<file path="src/rtl/core/sorted_list_insert_delete_top_defines.svh">
// Assertion macros shared by the sorted list modules.
`ifndef SORTED_LIST_INSERT_DELETE_TOP_DEFINES_SVH
`define SORTED_LIST_INSERT_DELETE_TOP_DEFINES_SVH

// The antecedent implies the consequent in the same cycle.
`define SLI_ASSERT_SAME(lbl, ante, cons, msg) \
  lbl: assert property (@(posedge clk) disable iff (!rst_n) (ante) |-> (cons)) else $error(msg);

// The antecedent implies the consequent in the next cycle.
`define SLI_ASSERT_NEXT(lbl, ante, cons, msg) \
  lbl: assert property (@(posedge clk) disable iff (!rst_n) (ante) |=> (cons)) else $error(msg);

`endif

</file>
<file path="src/rtl/core/sli_pkg.sv">
// Package with the types and constants of the sorted list block.
package sli_pkg;

  localparam int CAPACITY = 16;
  localparam int CNT_W    = $clog2(CAPACITY + 1);
  localparam int VAL_W    = 32;
  localparam int POS_W    = 5;

  typedef enum logic {
    OP_INSERT = 1'b0,
    OP_DELETE = 1'b1
  } op_t;

  typedef enum logic [1:0] {
    ST_INSERTED  = 2'd0,
    ST_DELETED   = 2'd1,
    ST_NOT_FOUND = 2'd2,
    ST_FULL      = 2'd3
  } status_t;

  typedef enum logic [1:0] {
    S_IDLE,
    S_SEARCH,
    S_COMMIT
  } state_t;

  typedef struct packed {
    logic capture;
    logic search;
    logic commit;
  } cmd_t;

  typedef struct packed {
    status_t           status;
    logic [POS_W-1:0]  position;
    logic [POS_W-1:0]  entry_count;
    logic [VAL_W-1:0]  smallest;
  } result_t;

endpackage

</file>
<file path="src/rtl/core/sli_channels.sv">
// Request and result channel interfaces of the sorted list block.
interface sli_in_if;
  logic                          valid;
  logic                          ready;
  logic                          operation;
  logic signed [sli_pkg::VAL_W-1:0] value;

  modport source (output valid, output operation, output value, input ready);
  modport sink (input valid, input operation, input value, output ready);
endinterface

interface sli_out_if;
  logic                          valid;
  logic                          ready;
  logic [1:0]                    status;
  logic [sli_pkg::POS_W-1:0]     position;
  logic [sli_pkg::POS_W-1:0]     entry_count;
  logic signed [sli_pkg::VAL_W-1:0] smallest;

  modport source (output valid, output status, output position, output entry_count,
                  output smallest, input ready);
  modport sink (input valid, input status, input position, input entry_count,
                input smallest, output ready);
endinterface

</file>
<file path="src/rtl/core/sorted_list_insert_delete_top.sv">
// Top level of the bounded sorted list with insert and delete requests.
//
//   Channel  Direction  Payload
//   in_ch    sink       operation (0 insert, 1 delete), value (signed 32 bit)
//   out_ch   source     status, position, entry_count, smallest
//
// A request passes through three steps: capture, a parallel compare of every held
// entry against the operand, and the commit that shifts the store by one place.
// The commit waits while the previous result is still held in the output
// register, so a stalled result consumer holds the block in the commit step.
// A new request is taken as soon as the commit is done, while the result
// still waits. Reset is synchronous: it clears the entry count and the
// controller, and the store contents need no clearing because only entries
// below the count are ever read.

module sorted_list_insert_delete_top (
  input logic       clk,
  input logic       rst_n,
  sli_in_if.sink    in_ch,
  sli_out_if.source out_ch
);

  sli_pkg::cmd_t    cmd;
  sli_pkg::result_t result;
  logic             in_ready;
  logic             out_valid;

  // The controller sequences each request; the datapath holds the store.
  sli_ctrl u_ctrl (
    .clk       (clk),
    .rst_n     (rst_n),
    .in_valid  (in_ch.valid),
    .in_ready  (in_ready),
    .out_valid (out_valid),
    .out_ready (out_ch.ready),
    .cmd       (cmd)
  );

  sli_datapath u_datapath (
    .clk          (clk),
    .rst_n        (rst_n),
    .cmd          (cmd),
    .in_operation (in_ch.operation),
    .in_value     (in_ch.value),
    .result       (result)
  );

  assign in_ch.ready        = in_ready;
  assign out_ch.valid       = out_valid;
  assign out_ch.status      = result.status;
  assign out_ch.position    = result.position;
  assign out_ch.entry_count = result.entry_count;
  assign out_ch.smallest    = result.smallest;

endmodule

</file>
<file path="src/rtl/core/sli_ctrl.sv">
// Controller state machine of the sorted list block.
`include "sorted_list_insert_delete_top_defines.svh"

module sli_ctrl (
  input  logic          clk,
  input  logic          rst_n,
  input  logic          in_valid,
  output logic          in_ready,
  output logic          out_valid,
  input  logic          out_ready,
  output sli_pkg::cmd_t cmd
);

  sli_pkg::state_t state_r, state_nxt;
  logic            out_valid_r, out_valid_nxt;
  logic            slot_free;

  // The result register is free when empty or being emptied this cycle.
  assign slot_free = !out_valid_r || out_ready;

  always_comb begin
    state_nxt = state_r;
    unique case (state_r)
      sli_pkg::S_IDLE: begin
        if (in_valid) state_nxt = sli_pkg::S_SEARCH;
      end
      sli_pkg::S_SEARCH: state_nxt = sli_pkg::S_COMMIT;
      sli_pkg::S_COMMIT: begin
        if (slot_free) state_nxt = sli_pkg::S_IDLE;
      end
      default: state_nxt = sli_pkg::S_IDLE;
    endcase
  end

  always_comb begin
    cmd      = '0;
    in_ready = 1'b0;
    unique case (state_r)
      sli_pkg::S_IDLE: begin
        in_ready    = 1'b1;
        cmd.capture = in_valid;
      end
      sli_pkg::S_SEARCH: cmd.search = 1'b1;
      sli_pkg::S_COMMIT: cmd.commit = slot_free;
      default: ;
    endcase
  end

  assign out_valid_nxt = cmd.commit ? 1'b1 : (out_valid_r && !out_ready);
  assign out_valid     = out_valid_r;

  always_ff @(posedge clk) begin
    if (!rst_n) begin
      state_r     <= sli_pkg::S_IDLE;
      out_valid_r <= 1'b0;
    end else begin
      state_r     <= state_nxt;
      out_valid_r <= out_valid_nxt;
    end
  end

  `SLI_ASSERT_NEXT(a_accept_goes_search, in_valid && in_ready, state_r == sli_pkg::S_SEARCH, "accepted request did not start search")
  `SLI_ASSERT_SAME(a_commit_needs_slot, cmd.commit, !out_valid_r || out_ready, "result overwritten before it was taken")
  `SLI_ASSERT_NEXT(a_valid_from_commit, !out_valid_r && !cmd.commit, !out_valid_r, "result appeared without a commit")

endmodule

</file>
<file path="src/rtl/core/sli_datapath.sv">
// Sorted register store, search masks and result register of the sorted list block.
`include "sorted_list_insert_delete_top_defines.svh"

module sli_datapath (
  input  logic                             clk,
  input  logic                             rst_n,
  input  sli_pkg::cmd_t                    cmd,
  input  logic                             in_operation,
  input  logic signed [sli_pkg::VAL_W-1:0] in_value,
  output sli_pkg::result_t                 result
);

  logic signed [sli_pkg::VAL_W-1:0] entries_r   [sli_pkg::CAPACITY];
  logic signed [sli_pkg::VAL_W-1:0] entries_nxt [sli_pkg::CAPACITY];
  logic [sli_pkg::CNT_W-1:0]        count_r, count_nxt;
  sli_pkg::op_t                     op_r;
  logic signed [sli_pkg::VAL_W-1:0] value_r;
  sli_pkg::status_t                 status_r, status_nxt;
  logic [sli_pkg::CNT_W-1:0]        pos_r, pos_nxt;
  sli_pkg::result_t                 result_r;

  logic [sli_pkg::CAPACITY-1:0] le_mask, lt_mask, eq_mask;
  logic                         full;

  // Each held entry compares against the operand in parallel. Because the
  // store is sorted, the masks are thermometer codes and their population
  // counts give the insert place and the first place of an equal entry.
  always_comb begin
    for (int i = 0; i < sli_pkg::CAPACITY; i++) begin
      le_mask[i] = (sli_pkg::CNT_W'(i) < count_r) && (entries_r[i] <= value_r);
      lt_mask[i] = (sli_pkg::CNT_W'(i) < count_r) && (entries_r[i] <  value_r);
      eq_mask[i] = (sli_pkg::CNT_W'(i) < count_r) && (entries_r[i] == value_r);
    end
  end

  assign full = (count_r == sli_pkg::CNT_W'(sli_pkg::CAPACITY));

  always_comb begin
    pos_nxt    = '0;
    status_nxt = sli_pkg::ST_NOT_FOUND;
    if (op_r == sli_pkg::OP_INSERT) begin
      if (full) begin
        status_nxt = sli_pkg::ST_FULL;
      end else begin
        status_nxt = sli_pkg::ST_INSERTED;
        pos_nxt    = sli_pkg::CNT_W'($countones(le_mask));
      end
    end else if (|eq_mask) begin
      status_nxt = sli_pkg::ST_DELETED;
      pos_nxt    = sli_pkg::CNT_W'($countones(lt_mask));
    end
  end

  // Per-cell update: take the lower neighbor on insert above the place,
  // the upper neighbor on delete at or above the place.
  for (genvar g = 0; g < sli_pkg::CAPACITY; g++) begin : g_cell
    logic signed [sli_pkg::VAL_W-1:0] below, above;
    if (g == 0) begin : g_lo
      assign below = value_r;
    end else begin : g_mid
      assign below = entries_r[g-1];
    end
    if (g == sli_pkg::CAPACITY - 1) begin : g_hi
      assign above = entries_r[g];
    end else begin : g_top
      assign above = entries_r[g+1];
    end
    always_comb begin
      entries_nxt[g] = entries_r[g];
      if (status_r == sli_pkg::ST_INSERTED) begin
        if (sli_pkg::CNT_W'(g) == pos_r) begin
          entries_nxt[g] = value_r;
        end else if (sli_pkg::CNT_W'(g) > pos_r) begin
          entries_nxt[g] = below;
        end
      end else if (status_r == sli_pkg::ST_DELETED) begin
        if (sli_pkg::CNT_W'(g) >= pos_r) entries_nxt[g] = above;
      end
    end
  end

  always_comb begin
    count_nxt = count_r;
    if (status_r == sli_pkg::ST_INSERTED) begin
      count_nxt = count_r + sli_pkg::CNT_W'(1);
    end else if (status_r == sli_pkg::ST_DELETED) begin
      count_nxt = count_r - sli_pkg::CNT_W'(1);
    end
  end

  always_ff @(posedge clk) begin
    if (!rst_n) begin
      count_r <= '0;
    end else if (cmd.commit) begin
      count_r <= count_nxt;
    end
  end

  always_ff @(posedge clk) begin
    if (cmd.capture) begin
      op_r    <= sli_pkg::op_t'(in_operation);
      value_r <= in_value;
    end
    if (cmd.search) begin
      status_r <= status_nxt;
      pos_r    <= pos_nxt;
    end
    if (cmd.commit) begin
      entries_r            <= entries_nxt;
      result_r.status      <= status_r;
      result_r.position    <= sli_pkg::POS_W'(pos_r);
      result_r.entry_count <= sli_pkg::POS_W'(count_nxt);
      result_r.smallest    <= (count_nxt != '0) ? entries_nxt[0] : '0;
    end
  end

  assign result = result_r;

  `SLI_ASSERT_SAME(a_count_bound, 1'b1, count_r <= sli_pkg::CNT_W'(sli_pkg::CAPACITY), "entry count above capacity")
  `SLI_ASSERT_NEXT(a_insert_grows, cmd.commit && status_r == sli_pkg::ST_INSERTED, count_r == $past(count_r) + sli_pkg::CNT_W'(1), "insert did not grow the store")
  `SLI_ASSERT_NEXT(a_refuse_keeps, cmd.commit && (status_r == sli_pkg::ST_FULL || status_r == sli_pkg::ST_NOT_FOUND), count_r == $past(count_r), "refused request changed the count")

endmodule

</file>
<file path="src/flat_wrapper.sv">
// flat-port wrapper written by rule: the top's interface ports become plain ports
module sorted_list_insert_delete_top_flat 
  (clk, rst_n, in_ch_valid, in_ch_operation, in_ch_value, in_ch_ready, out_ch_valid, out_ch_status, out_ch_position, out_ch_entry_count, out_ch_smallest, out_ch_ready);
  sli_in_if in_ch_i ();
  sli_out_if out_ch_i ();
  input logic clk;
  input logic rst_n;
  input wire logic [$bits(in_ch_i.valid)-1:0] in_ch_valid;
  input wire logic [$bits(in_ch_i.operation)-1:0] in_ch_operation;
  input wire logic [$bits(in_ch_i.value)-1:0] in_ch_value;
  output wire logic [$bits(in_ch_i.ready)-1:0] in_ch_ready;
  output wire logic [$bits(out_ch_i.valid)-1:0] out_ch_valid;
  output wire logic [$bits(out_ch_i.status)-1:0] out_ch_status;
  output wire logic [$bits(out_ch_i.position)-1:0] out_ch_position;
  output wire logic [$bits(out_ch_i.entry_count)-1:0] out_ch_entry_count;
  output wire logic [$bits(out_ch_i.smallest)-1:0] out_ch_smallest;
  input wire logic [$bits(out_ch_i.ready)-1:0] out_ch_ready;
  assign in_ch_i.valid = in_ch_valid;
  assign in_ch_i.operation = in_ch_operation;
  assign in_ch_i.value = in_ch_value;
  assign in_ch_ready = in_ch_i.ready;
  assign out_ch_valid = out_ch_i.valid;
  assign out_ch_status = out_ch_i.status;
  assign out_ch_position = out_ch_i.position;
  assign out_ch_entry_count = out_ch_i.entry_count;
  assign out_ch_smallest = out_ch_i.smallest;
  assign out_ch_i.ready = out_ch_ready;
  sorted_list_insert_delete_top u_core (.clk(clk), .rst_n(rst_n), .in_ch(in_ch_i), .out_ch(out_ch_i));
endmodule
</file>
<file path="config.mk">
export PLATFORM = sky130hd
export DESIGN_NAME = sorted_list_insert_delete_top_flat
export DESIGN_NICKNAME = d
export VERILOG_FILES = /design/src/rtl/core/sli_pkg.sv /design/src/rtl/core/sli_channels.sv /design/src/rtl/core/sorted_list_insert_delete_top.sv /design/src/rtl/core/sli_ctrl.sv /design/src/rtl/core/sli_datapath.sv /design/src/flat_wrapper.sv
export VERILOG_INCLUDE_DIRS = /design/src /design/src/rtl/core
export SDC_FILE = /design/constraint.sdc
export NUM_CORES = 2
export LEC_CHECK = 0
export CORE_MARGIN = 5
export CORE_UTILIZATION = 25
export DETAILED_ROUTE_END_ITERATION = 6
export DONT_BUFFER_PORTS = 1
export GPL_ROUTABILITY_DRIVEN = 0
export SYNTH_ARGS = -nofsm -noshare
export SYNTH_HDL_FRONTEND = slang
export SYNTH_SLANG_ARGS = --single-unit
</file>
<file path="constraint.sdc">
create_clock -name clk -period 8.6 [get_ports clk]
set_clock_uncertainty 0.2 [all_clocks]
set_input_delay 1.29 -clock clk [delete_from_list [all_inputs] [get_ports clk]]
set_output_delay 1.29 -clock clk [all_outputs]
set_load 0.01 [all_outputs]
</file>
# Word-level counts from Yosys, hierarchy flattened
# Cells that the tools add are included.
[totals]
reg_bits = 604
in_bits = 37
output_inout_bits = 46
wordCells = 371
[classes]
addsub = 32
magnitude_cmp = 79
eq_ne = 51
muxes = 93
n_reduce_logical = 89
[ops]
columns = ["cell", "count"]
rows = [
  ["32-bit two-way mux", 77],
  ["32-bit equality test", 16],
  ["32-bit less-or-equal comparator", 16],
  ["32-bit less-than comparator", 16],
  ["4-bit AND reduction", 14],
  ["1-bit logical AND", 49],
  ["3-bit by 1-bit != test with 1-bit output, second input constant", 14],
  ["4-bit by 5-bit equality test with 1-bit output, first input constant", 8],
  ["4-bit by 5-bit greater-than comparator with 1-bit output, first input constant", 8],
  ["4-bit by 5-bit less-than comparator with 1-bit output, first input constant", 8],
  ["4-bit by 5-bit greater-or-equal comparator with 1-bit output, first input constant", 7],
  ["1-bit by 1-bit adder with 2-bit output", 16],
  ["2-bit nonzero test", 16],
  ["5-bit two-way mux", 5],
  ["2-bit by 2-bit adder with 3-bit output", 8],
  ["3-bit by 5-bit equality test with 1-bit output, first input constant", 4],
  ["3-bit by 5-bit greater-or-equal comparator with 1-bit output, first input constant", 4],
  ["3-bit by 5-bit greater-than comparator with 1-bit output, first input constant", 4],
  ["3-bit by 5-bit less-than comparator with 1-bit output, first input constant", 4],
  ["3-bit by 3-bit adder with 4-bit output", 4],
  ["16-bit OR reduction", 1],
  ["4-bit by 4-bit adder with 5-bit output", 2],
  ["2-bit by 5-bit equality test with 1-bit output, first input constant", 2],
  ["1-bit by 5-bit greater-or-equal comparator with 1-bit output, first input constant", 2],
  ["22 further kinds", 39],
]

# Depth between registers and ports, before layout
[logic_depth]
depth_word = 8
ltp_mapped = 23
depth_no_buf = 22

# By module
# Synthesis repeated with hierarchy kept, for this count alone.
[unflattened]
hier_cells = 4271
area_unflattened_um2 = 41389.7
[by_module_without_submodules]
columns = ["module", "n_inst", "cells_per_inst", "area_per_inst_um2", "seq_area_each_um2"]
rows = [
  ["sli_datapath", 1, 4258, 41250.8, 17997.3],
  ["sli_ctrl", 1, 13, 138.9, 60.1],
]

# Worst setup path after synthesis
# OpenSTA, ideal clock, no wires.
[synth_path]
kind = "reg2reg"
startpoint = "register u_core.u_datapath.value_r, in the netlist u_core.u_datapath.g_cell[0].below[31]"
endpoint = "register u_core.u_datapath.pos_r[4] in the netlist's numbering (data pin)"
arrival_time_ps = 5768
required_time_ps = 8129
slack_ps = 2361
stages_incl_launch_ff = 21
path_cell_list = "edfxtp_1 -> clkbuf_1 -> clkinv_1 -> ha_1 -> a21oi_1 -> o21ai_0 -> a2111oi_0 -> o21ai_0 -> o22ai_1 -> mux2i_1 -> a31oi_1 -> fa_1 -> fa_1 -> fa_1 -> fa_1 -> inv_1 -> ha_1 -> fa_1 -> a21o_1 -> nand3_1 -> o31ai_1"
[synth_between]
elab_chain_cells = 8
[synth_lines]
columns = ["item", "line_no", "text"]
rows = [
  ["from (decl)", "sli_datapath.sv:17", "logic signed [sli_pkg::VAL_W-1:0] value_r;"],
  ["from (signal assigned)", "sli_datapath.sv:102", "value_r <= in_value;"],
  ["32-bit less-or-equal comparator / 32-bit less-than comparator (equally long branches)", "sli_datapath.sv:30, sli_datapath.sv:31", ""],
  ["1-bit logical AND, on equally long branches", "sli_datapath.sv:30, sli_datapath.sv:31", ""],
  ["1-bit by 1-bit adder with 2-bit output, on equally long branches", "sli_datapath.sv:46, sli_datapath.sv:50", ""],
  ["2-bit by 2-bit adder with 3-bit output, on equally long branches", "sli_datapath.sv:46, sli_datapath.sv:50", ""],
  ["3-bit by 3-bit adder with 4-bit output, on equally long branches", "sli_datapath.sv:46, sli_datapath.sv:50", ""],
  ["4-bit by 4-bit adder with 5-bit output, on equally long branches", "sli_datapath.sv:46, sli_datapath.sv:50", ""],
  ["5-bit two-way mux, on equally long branches", "sli_datapath.sv:42, sli_datapath.sv:48", ""],
  ["5-bit two-way mux *", "sli_datapath.sv:41", "if (op_r == sli_pkg::OP_INSERT) begin"],
  ["named net u_core.u_datapath.pos_nxt (one bit)", "sli_datapath.sv:19", "logic [sli_pkg::CNT_W-1:0] pos_r, pos_nxt;"],
  ["to (signal assigned)", "sli_datapath.sv:106", "pos_r <= pos_nxt;"],
  ["to (decl)", "sli_datapath.sv:19", ""],
]
# Mark *: on every way through the listed nets, which the timed path passes. The rest lies on a longest branch.
# A chain may end at the register's enable or synchronous reset.

# Final worst setup path
[layout_path]
startpoint = "register u_core.u_datapath.value_r, in the netlist u_core.u_datapath.g_cell[0].below[9]"
endpoint = "register u_core.u_datapath.pos_r[4] in the netlist's numbering (data pin)"
# The elaborated chain is that of the path after synthesis.

==> metrics.md <==
| Metric | Value |
|---|---|
| Outcome | finished, final reports clean |
| Most frequent cells in the layout | nand2_1, edfxtp_1, o21ai_0 |
| Final Routed Wirelength | about 130 mm |
| WP depth | 20 |
| Hold Path Class | reg2reg |
| PD cells | between 150 and 200 nW/um^2 |
| LEAKAGE | between 0.015 and 0.02 uW |
| Final Critical Period | about 7700 ps |
| Period utilisation layout | 0.896 |
| Cts bufs inserted | 68 |
| Avg Vias per Cell | between 5 and 6 |
| Crit path buf inv count | 3 |
| Largest area contributor in the netlist | edfxtp_1 |
| Depth of the CTS H-tree | 3 |
| Hold Path Cell Cnt | 2 |
| Reg-to-reg critical path endpoint | u_core.u_datapath.pos_r[4] |
| Synth Instances | about 4,200 |
| Most frequent cell on the critical path | fa_1 |
| Post-CTS sizing | 0 |
| Peak VDD IR | 0.175 mV |
| Unrepaired setup endpoints after global routing | false |
| Slowest cell on crit path | clkinv_1 |
| Fmax | about 0.13 GHz |
| Max Root-Sink Buffers | 3 |
| # setup viols final | 0 |
| PortBufs | 0 |
| Core box area | 165,000 um^2 |
| Reg2reg setup slack | slightly below 900 ps |
| Max-slew violations | 0 |
| Worst-path cell chain | clkinv_1 > ha_1 > nand2_1 > nor3_1 > o21ai_0 > a21oi_1 > o22ai_1 > mux2i_1 > nand2b_1 > fa_1 > fa_1 > inv_1 > fa_1 > fa_1 > inv_1 > ha_1 > fa_1 > a21o_1 > nand3_1 > o31ai_1 |
| Largest net degree at the start of global routing | 110 |
| GR Util All Layers | 0.148 |
| Crit path launch | u_core.u_datapath.g_cell[0].below[9] |
| Max cap viols | 0 |
| WL met1 | roughly 58 mm |
| Register area share after synthesis | 0.437 |
| Asr flop ratio synth | 0 |
| Main flop type after synthesis | edfxtp_1 |
| Clock Tree Root | clkbuf_16 |
| Top-area cell type share of the netlist area | 0.433 |
| Synth Cell Area | between 40,000 and 50,000 um^2 |
| # rows | 149 |
| Remaining DRCs | 0 |
| Nets | around 4,700 |
| Critical path's top delay family | adder cells |
| Syn Area/Cell | 9.75 um^2 |
| Vias in the first global route | 31,500 |
| Initial detailed-routing violation count | 3,329 |
| Die Span X | between 400 and 500 um |
| Number of buffers added for setup after CTS | 0 |
| FF+latch count, synth | between 600 and 700 |
| Top sig layer | met5 |
| DR WL met2 | approximately 63 mm |
| Actual slew at the worst max-slew pin | between 1000 and 1500 ps |
| CTS tree | built |
| Latest clock arrival within the worst-skew pair | ~670 ps |
| Hold Path Sink | u_core.u_datapath.g_cell[13].above[10] |
| Worst path required time | just under 9000 ps |
| Area of the die | around 170,000 um^2 |
| Reg clk slew, reported paths | about 60 ps |
| Critical Path AT | 7900 ps |
| Top cells by area, synth | edfxtp_1, ha_1, o21ai_0 |
| CP endpoint kind | register |
| CTS Hold Buffers Added | 0 |
| Endpoints failing hold | 0 |
| Ports | 83 |
| Number of clock sinks | ~600 |
| Post-synth EDFFs | ~600 |
| Synth cell types | 70 |
| Startpoint Class | register |
| Commonest non-fill, non-tap cell in the layout | nand2_1 |
| DP HPWL | around 97 mm |
| Setup TNS | 0 ps |
| Via count | 32,700 |
| WL per Instance | between 20 and 25 um |
| Crit Path Class | reg2reg |
| Initial Utilization | 0.251 |
| Largest fanout on the critical path | 14 |
| Initial antenna violation count | 7 |
| Total nets after synthesis | ~4,800 |
| Number of fill cells | roughly 17,000 |
| ANT nets after route | 0 |
| Slew headroom | 0.207 |
| Worst Hold Launch | u_core.u_datapath.g_cell[14].above[10] |
| Worst R2R Start | u_core.u_datapath.g_cell[0].below[9] |
| Area Growth Syn to Fin | 12.1% |
| Reg2reg path depth | 20 |
| Metal3 WL | 8.27 mm |
| Die Span Y | around 420 um |
| Global-route wire length before repair | between 150 and 200 mm |
| Layout cell share with drive strength beyond 1 | 0.0646 |
| Hold slack final | roughly 380 ps |
| Remaining Overflow, GRT | 0 |
| Yosys warning count | 0 |
| TritonRoute pass-1 iters | 5 |
| Slowest cell delay on critical path | ~870 ps |
[logic make-up (layout without fill, tap and decap cells)]
family	Yosys count	count (layout)	synth area share
AOI/OAI and AO/OA	1246	1246	0.163
and+or+nand+nor	1220	1220	0.128
DFF	604	604	0.437
adders and majority gates	545	545	0.169
buffers and inverters	328	303	0.0316
muxes	280	280	0.0689
xor gates and xnor gates	13	13	0.00294
other	0	3	0
[routing by layer]
metal,vias to the layer above,global-route usage
met2,1213,0.244
li1,15500,-
met1,15700,0.198
met4,4,0.0552
met3,218,0.0189
met5,-,0
[flip-flops by register name, summed over array words and instances, names as in the netlist]
register,flops
u_core.u_datapath.status_r,2
u_core.u_datapath.op_r,1
u_core.u_datapath.g_cell.above,416
u_core.u_datapath.pos_r,5
u_core.u_datapath.g_cell.below,128
u_core.u_datapath.count_r,5
u_core.u_ctrl.state_r,2
u_core.u_ctrl.out_valid,1
u_core.u_datapath.result,44
[cell type report]
class	instances	area, um^2	area share
multi-input combinational	3304	22200	0.480
sequential	604	18100	0.390
tap	2189	2740	0.0591
clock buffer	82	1830	0.0395
timing repair buffer	86	646	0.0139
clock inverter	43	475	0.0103
inverter	92	345	0.00746
antenna	3	7.51	0.000162
[cells in the mapped netlist (3+ instances only)]
| master | n |
|---|---|
| mux2i_1 | 245 |
| nand2_1 | 620 |
| nor3_1 | 28 |
| nor3_2 | 3 |
| o211ai_1 | 8 |
| dfxtp_1 | 8 |
| o22ai_1 | 11 |
| o31a_1 | 32 |
| o21ai_1 | 16 |
| clkbuf_1 | 185 |
| buf_4 | 4 |
| nor2_1 | 327 |
| o21bai_1 | 4 |
| buf_1 | 4 |
| clkinv_1 | 31 |
| buf_2 | 42 |
| a21o_1 | 22 |
| nand3_1 | 28 |
| a21oi_1 | 482 |
| nor2b_1 | 29 |
| mux2_2 | 35 |
| nand4b_1 | 3 |
| a31oi_1 | 10 |
| nand4_1 | 110 |
| inv_1 | 61 |
| xor2_1 | 5 |
| edfxtp_1 | 596 |
| o21a_1 | 28 |
| xnor2_1 | 7 |
| a2111oi_0 | 11 |
| nor4_1 | 18 |
| o311ai_0 | 4 |
| a211oi_1 | 15 |
| o21ai_0 | 577 |
| nand2b_1 | 15 |
| ha_1 | 525 |
| fa_1 | 20 |
| and2_1 | 9 |
| or2_2 | 4 |
| and4_1 | 9 |
| o31ai_1 | 9 |
[report_power, final]
part	switching, uW	internal (uW)	leakage [uW]	total, uW
combinational	504	259	0.0108	763
sequential	80.3	3270	0.00548	3360
clock	1310	1800	0.00111	3110
[how the worst max path moves through the flow]
stage / slack [ps] / endpoint
floorplan: 2360 / u_core.u_datapath.pos_r[4]
global placement: 1100 / u_core.u_datapath.pos_r[4]
detailed placement: 1120 / u_core.u_datapath.pos_r[4]
CTS: 1090 / u_core.u_datapath.pos_r[4]
global route: 790 / u_core.u_datapath.pos_r[4]
finish: 890 / u_core.u_datapath.pos_r[4]
[per-stage QoR]
stage                     std cells  setup slack [ps]  utilization  area (um^2)  power, uW
after floorplan                4236              2360            -        41300       3890
after global placement         6275              1100        0.267        44000       4140
after detailed placement       6275              1120        0.267        44000       4170
after CTS                      6400              1090        0.281        46300       7260
after global routing           6402               794        0.281        46300       7470
final                          6403               893        0.281        46300       7230
[tightest hold or removal path, stage by stage (launching register included)]
cell	delay, ps
edfxtp_1	360
nand2_1	50
o21ai_1	60
Power figures use the tool's default switching activity.
